$ cat src/sv/prd_pkg.sv
// Shared types, quadrant codes and the quarter-wave sine table for the rotator.
`timescale 1ns / 1ps

package prd_pkg;

  // Sine and cosine coefficients, scale 32767, signed.
  localparam int COEF_BITS = 16;
  typedef logic signed [COEF_BITS-1:0] coef_t;

  // Reduced angle held after a configuration write.
  localparam int QUAD_BITS = 2;
  localparam int REM_BITS  = 7;
  typedef logic [QUAD_BITS-1:0] quad_t;
  typedef logic [REM_BITS-1:0]  rem_t;

  typedef struct packed {
    quad_t quad;
    rem_t  rem;
  } angle_t;

  localparam quad_t QUAD_0 = 2'd0;
  localparam quad_t QUAD_1 = 2'd1;
  localparam quad_t QUAD_2 = 2'd2;
  localparam quad_t QUAD_3 = 2'd3;

  localparam int ANGLE_BITS = 9;
  localparam int FULL_TURN  = 360;
  localparam int QUARTER    = 90;

  // round(32767 * sin(d degrees)), d = 0..90
  localparam logic [14:0] SIN_Q [0:90] = '{
        15'd0,   15'd572,  15'd1144,  15'd1715,  15'd2286,
     15'd2856,  15'd3425,  15'd3993,  15'd4560,  15'd5126,
     15'd5690,  15'd6252,  15'd6813,  15'd7371,  15'd7927,
     15'd8481,  15'd9032,  15'd9580, 15'd10126, 15'd10668,
    15'd11207, 15'd11743, 15'd12275, 15'd12803, 15'd13328,
    15'd13848, 15'd14364, 15'd14876, 15'd15383, 15'd15886,
    15'd16384, 15'd16876, 15'd17364, 15'd17846, 15'd18323,
    15'd18794, 15'd19260, 15'd19720, 15'd20173, 15'd20621,
    15'd21062, 15'd21497, 15'd21925, 15'd22347, 15'd22762,
    15'd23170, 15'd23571, 15'd23964, 15'd24351, 15'd24730,
    15'd25101, 15'd25465, 15'd25821, 15'd26169, 15'd26509,
    15'd26841, 15'd27165, 15'd27481, 15'd27788, 15'd28087,
    15'd28377, 15'd28659, 15'd28932, 15'd29196, 15'd29451,
    15'd29697, 15'd29934, 15'd30162, 15'd30381, 15'd30591,
    15'd30791, 15'd30982, 15'd31163, 15'd31335, 15'd31498,
    15'd31650, 15'd31794, 15'd31927, 15'd32051, 15'd32165,
    15'd32269, 15'd32364, 15'd32448, 15'd32523, 15'd32587,
    15'd32642, 15'd32687, 15'd32722, 15'd32747, 15'd32762,
    15'd32767
  };

endpackage

$ cat src/sv/prd_coef.sv
// Sine and cosine lookup with quadrant folding for a reduced angle.
`timescale 1ns / 1ps

module prd_coef (
  input  prd_pkg::angle_t angle,
  output prd_pkg::coef_t  sin_coef,
  output prd_pkg::coef_t  cos_coef
);

  prd_pkg::rem_t  rem_mirror;
  prd_pkg::coef_t s_mag;
  prd_pkg::coef_t c_mag;

  // Look up the sine of the remainder and of its complement
  assign rem_mirror = prd_pkg::rem_t'(prd_pkg::QUARTER) - angle.rem;
  assign s_mag = prd_pkg::coef_t'({1'b0, prd_pkg::SIN_Q[angle.rem]});
  assign c_mag = prd_pkg::coef_t'({1'b0, prd_pkg::SIN_Q[rem_mirror]});

  // Fold into the quadrant
  always_comb begin
    case (angle.quad)
      prd_pkg::QUAD_0: begin
        sin_coef = s_mag;
        cos_coef = c_mag;
      end
      prd_pkg::QUAD_1: begin
        sin_coef = c_mag;
        cos_coef = -s_mag;
      end
      prd_pkg::QUAD_2: begin
        sin_coef = -s_mag;
        cos_coef = -c_mag;
      end
      default: begin
        sin_coef = -c_mag;
        cos_coef = s_mag;
      end
    endcase
  end

endmodule

$ cat src/sv/point_rotation_by_degrees.sv
// Top level: pipelined rotation of integer points by a configured angle.
`timescale 1ns / 1ps

// Rotates each point (point_x, point_y) counterclockwise by angle_degrees.
// Results rotated_x, rotated_y are signed with 8 fractional bits.
// Input channel: in_valid / in_stall, a word is taken when in_valid is high
// and in_stall is low. Output channel: out_valid / out_stall, same rule.
// Configuration: angle_degrees is written when cfg_valid and cfg_ready are
// both high; cfg_ready is always high. Values of 360 and up wrap modulo 360.
// Write it only while no point is in flight.
// Pipeline: coefficient lookup, four multipliers, two adders, rounding and
// output register. One point is taken in every cycle while the receiver does
// not stall; the four register stages lie between a point and its result, the
// first of them loading at the edge that takes the point.
// When the receiver stalls with a result waiting, the whole pipeline holds
// and in_stall goes high in the same cycle; nothing is lost or repeated.
// Reset (rst, synchronous) clears all valid bits and sets the angle to 0.
module point_rotation_by_degrees #(
  parameter int COORD_BITS = 16
) (
  input  logic                                  clk,
  input  logic                                  rst,
  input  logic                                  cfg_valid,
  output logic                                  cfg_ready,
  input  logic [prd_pkg::ANGLE_BITS-1:0]        angle_degrees,
  input  logic                                  in_valid,
  output logic                                  in_stall,
  input  logic signed [COORD_BITS-1:0]          point_x,
  input  logic signed [COORD_BITS-1:0]          point_y,
  output logic                                  out_valid,
  input  logic                                  out_stall,
  output logic signed [24:0]                    rotated_x,
  output logic signed [24:0]                    rotated_y
);

  localparam int OUT_BITS  = 25;
  localparam int PROD_BITS = COORD_BITS + prd_pkg::COEF_BITS;
  localparam int SUM_BITS  = PROD_BITS + 1;
  localparam int EXT_BITS  = SUM_BITS + OUT_BITS;

  prd_pkg::angle_t angle;
  prd_pkg::angle_t angle_next;
  logic [prd_pkg::ANGLE_BITS-1:0] wrapped;

  prd_pkg::coef_t sin_coef;
  prd_pkg::coef_t cos_coef;

  logic advance;

  // Stage 1: point and coefficients
  logic                           v1;
  logic signed [COORD_BITS-1:0]   x1;
  logic signed [COORD_BITS-1:0]   y1;
  prd_pkg::coef_t                 s1;
  prd_pkg::coef_t                 c1;

  // Stage 2: products
  logic                           v2;
  logic signed [PROD_BITS-1:0]    xc2;
  logic signed [PROD_BITS-1:0]    ys2;
  logic signed [PROD_BITS-1:0]    xs2;
  logic signed [PROD_BITS-1:0]    yc2;

  // Stage 3: sums
  logic                           v3;
  logic signed [SUM_BITS-1:0]     sx3;
  logic signed [SUM_BITS-1:0]     sy3;

  // Rounding ahead of the output register
  logic signed [SUM_BITS-1:0]     rx;
  logic signed [SUM_BITS-1:0]     ry;
  logic signed [EXT_BITS-1:0]     rx_ext;
  logic signed [EXT_BITS-1:0]     ry_ext;

  assign cfg_ready = 1'b1;

  // Reduce the written angle to quadrant and remainder
  always_comb begin
    if (angle_degrees >= prd_pkg::ANGLE_BITS'(prd_pkg::FULL_TURN)) begin
      wrapped = angle_degrees - prd_pkg::ANGLE_BITS'(prd_pkg::FULL_TURN);
    end else begin
      wrapped = angle_degrees;
    end
    if (wrapped < prd_pkg::ANGLE_BITS'(prd_pkg::QUARTER)) begin
      angle_next.quad = prd_pkg::QUAD_0;
      angle_next.rem  = prd_pkg::rem_t'(wrapped);
    end else if (wrapped < prd_pkg::ANGLE_BITS'(2 * prd_pkg::QUARTER)) begin
      angle_next.quad = prd_pkg::QUAD_1;
      angle_next.rem  = prd_pkg::rem_t'(wrapped - prd_pkg::ANGLE_BITS'(prd_pkg::QUARTER));
    end else if (wrapped < prd_pkg::ANGLE_BITS'(3 * prd_pkg::QUARTER)) begin
      angle_next.quad = prd_pkg::QUAD_2;
      angle_next.rem  = prd_pkg::rem_t'(wrapped - prd_pkg::ANGLE_BITS'(2 * prd_pkg::QUARTER));
    end else begin
      angle_next.quad = prd_pkg::QUAD_3;
      angle_next.rem  = prd_pkg::rem_t'(wrapped - prd_pkg::ANGLE_BITS'(3 * prd_pkg::QUARTER));
    end
  end

  // Hold the reduced angle
  always_ff @(posedge clk) begin
    if (rst) begin
      angle <= '{quad: prd_pkg::QUAD_0, rem: '0};
    end else if (cfg_valid && cfg_ready) begin
      angle <= angle_next;
    end
  end

  prd_coef u_coef (
    .angle    (angle),
    .sin_coef (sin_coef),
    .cos_coef (cos_coef)
  );

  // Advance the whole pipeline unless a result waits on a stalled receiver
  assign advance  = !out_valid || !out_stall;
  assign in_stall = !advance;

  // Valid bits
  always_ff @(posedge clk) begin
    if (rst) begin
      v1        <= 1'b0;
      v2        <= 1'b0;
      v3        <= 1'b0;
      out_valid <= 1'b0;
    end else if (advance) begin
      v1        <= in_valid;
      v2        <= v1;
      v3        <= v2;
      out_valid <= v3;
    end
  end

  // Round as (sum + 64) >>> 7, then wrap to the output width
  assign rx     = (sx3 + SUM_BITS'(64)) >>> 7;
  assign ry     = (sy3 + SUM_BITS'(64)) >>> 7;
  assign rx_ext = EXT_BITS'(rx);
  assign ry_ext = EXT_BITS'(ry);

  // Data stages
  always_ff @(posedge clk) begin
    if (advance) begin
      x1 <= point_x;
      y1 <= point_y;
      s1 <= sin_coef;
      c1 <= cos_coef;

      xc2 <= PROD_BITS'(x1) * PROD_BITS'(c1);
      ys2 <= PROD_BITS'(y1) * PROD_BITS'(s1);
      xs2 <= PROD_BITS'(x1) * PROD_BITS'(s1);
      yc2 <= PROD_BITS'(y1) * PROD_BITS'(c1);

      sx3 <= SUM_BITS'(xc2) - SUM_BITS'(ys2);
      sy3 <= SUM_BITS'(xs2) + SUM_BITS'(yc2);

      rotated_x <= rx_ext[OUT_BITS-1:0];
      rotated_y <= ry_ext[OUT_BITS-1:0];
    end
  end

endmodule

$ cat config.mk
export PLATFORM = sky130hd
export DESIGN_NAME = point_rotation_by_degrees
export DESIGN_NICKNAME = d
export VERILOG_FILES = /design/src/sv/prd_pkg.sv /design/src/sv/prd_coef.sv /design/src/sv/point_rotation_by_degrees.sv
export SDC_FILE = /design/constraint.sdc
export NUM_CORES = 2
export LEC_CHECK = 0
export BUFFER_PORTS_ARGS = -buffer_cell sky130_fd_sc_hd__buf_4
export CORE_MARGIN = 2
export CORE_UTILIZATION = 38
export DETAILED_ROUTE_END_ITERATION = 12
export GPL_TIMING_DRIVEN = 0
export PLACE_DENSITY_LB_ADDON = 0.2
export REMOVE_ABC_BUFFERS = 1
export SLEW_MARGIN = 10
export SYNTH_ARGS = -nofsm -noshare
export SYNTH_HDL_FRONTEND = slang
export SYNTH_SLANG_ARGS = --single-unit
$ cat constraint.sdc
create_clock -name clk -period 12.3 [get_ports clk]
set_input_delay 1.845 -clock clk [delete_from_list [all_inputs] [get_ports clk]]
set_output_delay 1.845 -clock clk [all_outputs]
set_load 0.05 [all_outputs]
==> metrics.sh <==
WIRELENGTH_UM=155000
DRT_FIRST_PASS_ITERS=5
NUMCLOCKSINKS=307
VIASPERCELL=5.17
UNREPAIRED_SETUP_ENDPOINTS_AFTER_GLOBAL_ROUTING='no'
FLOORPLAN.DIE.HEIGHT_UM=396
IOS=99
SYNTH_FF_TYPE='sky130_fd_sc_hd__edfxtp_1'
SYNTH.DISTINCT_CELLS=113
CORE.ROWCOUNT=143
VIAS=42200
CRITICAL_PATH.MAX_STAGE_DELAY_PS=1190
START_UTIL=0.383
FP.COREAREA_UM2=152000
LAYOUT-DRIVE-GT1-SHARE=0.0562
GLOBALROUTE.BUSIESTLAYER='met2'
DIE_W_UM=396
PERIOD_UTILISATION_LAYOUT=0.690
YOSYS_WARNING_COUNT=0
FILL_CELLS=14900
CELL_COUNT_AFTER_SYNTHESIS=6185
DRCVIOLATIONCOUNT=0
GR-USAGE-MET3=0.0275
GRT_REMAINING_OVERFLOW=0
DRV_CAP=0
DP_WORST_SETUP_SLACK_PS=4280
SYNTHESIS.AREA_UM2=58400
GLOBAL_ROUTE.USAGE.TOTAL=0.205
CP_CELL_SEQUENCE='clkinv_1 -> nor2_1 -> fa_1 -> fa_1 -> fa_1 -> fa_1 -> fa_1 -> inv_1 -> fa_1 -> inv_1 -> ha_1 -> a21oi_1 -> o221ai_1 -> a21oi_1 -> o21ai_0 -> a21oi_1 -> o21ai_0 -> a2111oi_0 -> nor3_1 -> xnor2_1'
GR-USAGE-MET2=0.334
DETAIL_ROUTE.WL_PER_CELL_UM=18.9
LAYOUT_COMMONEST_CELL='sky130_fd_sc_hd__inv_1'
GRT_UTIL_MET1=0.286
FP.DIEAREA_UM2=157000
HP-CLASS='reg -> reg'
PATH_CLASS='reg -> reg'
TIMING.FMAX_GHz=0.118
GRT_PASS1_VIAS=44100
FINALHOLDVIOLCOUNT=0
PERIOD_MINUS_SLACK_PS=8490
CTS_RESIZED=0
ASYNC_FLOP_SHARE=0
MOST_USED_CELL_CP='sky130_fd_sc_hd__fa_1'
CRITPATHTOPFAMILY='adder cells'
SLEW_HEADROOM=0.154
DRT-INITIAL-DRC-COUNT=2767
REGTOREGSETUPSLACK_PS=3810
CLOCK_TREE.HTREE_LEVEL_COUNT=2
INITIAL_ANTENNA_VIOLATION_COUNT=0
LEADING_CELL_TYPES_IN_THE_LAYOUT_FILL_AND_TAPS_EXCLUDED='1246 x sky130_fd_sc_hd__inv_1, 1049 x sky130_fd_sc_hd__fa_1, 626 x sky130_fd_sc_hd__nand2_1'
SKEW_PS=60.8
CP-START-KIND='flop'
FIRST_PASS_GRT_WIRE_LENGTH_UM=252000
DRV_SLEW=0
AVGSYNTHCELLAREA_UM2=9.44
DP_HPWL_UM=122000
WORST_SETUP_HOLD_PATH_CLK_SLEW_PS=50
CLOCK_TREE_FROM_TRITONCTS='done'
CTSLONGESTPATHBUFFERS=3
COUNT_OF_INPUT_AND_OUTPUT_BUFFERS=97
LAYOUT-AREA-OVERHEAD-VS-SYNTH_PCT=9.56
CPMAXSTAGEDELAYCELL='sky130_fd_sc_hd__clkinv_1'
CRIT_PATH_MAX_FANOUT=26
FINAL_CRITICAL_PATH_SETUP_SLACK_PS=3810
CLOCK_LATENCY_PS=650
NUM-NETS-FINAL=7614
LARGEST_NET_DEGREE_AT_THE_START_OF_GLOBAL_ROUTING=85
DETAIL-ROUTE-ANTENNA-NETS=0
FIN_WORST_HOLD_SLACK_PS=455
TIGHTEST_SLEW_PS=1270
YS_FF_LATCH=307
GP_ROUTABILITY_CONGESTION=0.887
CTS_MADE_BUFFERS=44
WORSTPATHBUFFERINVERTERCOUNT=3
FINAL-SETUP-VIOL-COUNT=0
POST-CTS-SETUP-BUFFER-COUNT=0
CRITPATHCAPTURETYPE='flop'
CTS_ROOT_BUFFER='sky130_fd_sc_hd__clkbuf_16'
WORST-ENDPOINT-ARRIVAL_PS=8870
OUTCOME='finished, final reports clean'
SYNTH_EDF_COUNT=294
CTS-HOLD-FIX-BUFFERS=0
SYNTH_SEQ_AREA_SHARE=0.156
CRIT_REQUIRED_PS=12680
[routing by layer]
| metal | share of wire | up-vias |
|---|---|---|
| met5 | 0 | - |
| met4 | 0.027 | 0 |
| met3 | 0.054 | 181 |
| met2 | 0.47 | 1110 |
| met1 | 0.45 | 21600 |
| li1 | - | 19300 |
[synth_stat cells, drive strengths merged, types with 20 or more instances]
cell type / n / area (µm²)
a211oi: 31 / 233
a21o: 75 / 563
a21oi: 220 / 1110
a311oi: 24 / 216
a31oi: 27 / 184
and2: 519 / 3250
and3: 34 / 213
buf: 72 / 433
clkbuf: 246 / 923
edfxtp: 294 / 8830
fa: 1049 / 21000
ha: 416 / 5200
inv: 1251 / 4700
mux2i: 28 / 280
nand2: 629 / 2370
nand2b: 56 / 350
nand3: 72 / 365
nand4: 31 / 194
nor2: 207 / 780
nor2b: 46 / 290
nor3: 65 / 342
o211ai: 33 / 253
o21a: 20 / 158
o21ai: 126 / 638
o21bai: 23 / 173
o311ai: 20 / 175
or3: 27 / 179
xnor2: 189 / 1680
xor2: 71 / 622
[per-stage QoR]
| stage | utilization | TNS [ps] | cell area [µm²] | instances |
|---|---|---|---|---|
| 3_3_place_gp | 0.396 | -260790 | 60300 | 7994 |
| 3_5_place_dp | 0.410 | 0 | 62400 | 8082 |
| 5_1_grt | 0.420 | 0 | 64000 | 8166 |
| 4_1_cts | 0.419 | 0 | 63900 | 8161 |
| 6_report | 0.420 | 0 | 64000 | 8167 |
| 2_1_floorplan | - | -64.5 | 57000 | 5867 |
[worst register-to-register path, cell delays in order, from the launching register on]
cell and delay [ps]:
sky130_fd_sc_hd__edfxtp_1 850, sky130_fd_sc_hd__clkinv_1 1200, sky130_fd_sc_hd__nor2_1 420, sky130_fd_sc_hd__fa_1 480, sky130_fd_sc_hd__fa_1 510, sky130_fd_sc_hd__fa_1 440, sky130_fd_sc_hd__fa_1 490, sky130_fd_sc_hd__fa_1 490
sky130_fd_sc_hd__inv_1 50, sky130_fd_sc_hd__fa_1 470, sky130_fd_sc_hd__inv_1 40, sky130_fd_sc_hd__ha_1 330, sky130_fd_sc_hd__a21oi_1 140, sky130_fd_sc_hd__o221ai_1 250, sky130_fd_sc_hd__a21oi_1 230, sky130_fd_sc_hd__o21ai_0 380
sky130_fd_sc_hd__a21oi_1 530, sky130_fd_sc_hd__o21ai_0 190, sky130_fd_sc_hd__a2111oi_0 460, sky130_fd_sc_hd__nor3_1 150, sky130_fd_sc_hd__xnor2_1 150
[final cells by class]
type                       instances  area [µm²]  area share
tap                             2030        2540      0.0397
antenna                            1        2.50   0.0000391
inverter                        1254        4710      0.0736
clock inverter                    29         330     0.00516
sequential                       307        9100       0.142
clock buffer                      50        1140      0.0179
multi-input combinational       4306       43300       0.676
timing repair buffer             190        2870      0.0449
[path summary, 6_finish.rpt]
kind | start | to | cells past startpoint
worst min register to register | v2$_SDFFE_PP0N_ | v3$_SDFFE_PP0N_ | 2
worst min-delay path | v2$_SDFFE_PP0N_ | v3$_SDFFE_PP0N_ | 2
worst max register to register | s1[15]$_DFFE_PN_ | ys2[31]$_DFFE_PN_ | 20
worst max-delay path | s1[15]$_DFFE_PN_ | ys2[31]$_DFFE_PN_ | 20
[flip-flops by register name, indices dropped and copies added, names as in the netlist]
name	flops
xc2	32
xs2	32
angle	9
v2	1
ys2	32
y1	16
rotated_y	25
v3	1
x1	16
c1	16
yc2	32
out_valid	1
rotated_x	25
sx3	26
v1	1
s1	16
sy3	26
[cells by family after synthesis]
logic type               Yosys count  synth area share
XOR/XNOR                         260            0.0395
flip-flops                       307             0.156
adder cells (fa/ha/maj)         1466             0.449
AO/OA/AOI/OAI                    784            0.0913
multiplexers                      46           0.00930
buffers and inverters           1572             0.104
AND/OR/NAND/NOR                 1749             0.151
other                              1         0.0000642
Power is left out: the tool's default activity adds up to more than one toggle a clock period on the data nets, which glitch-free logic cannot reach.
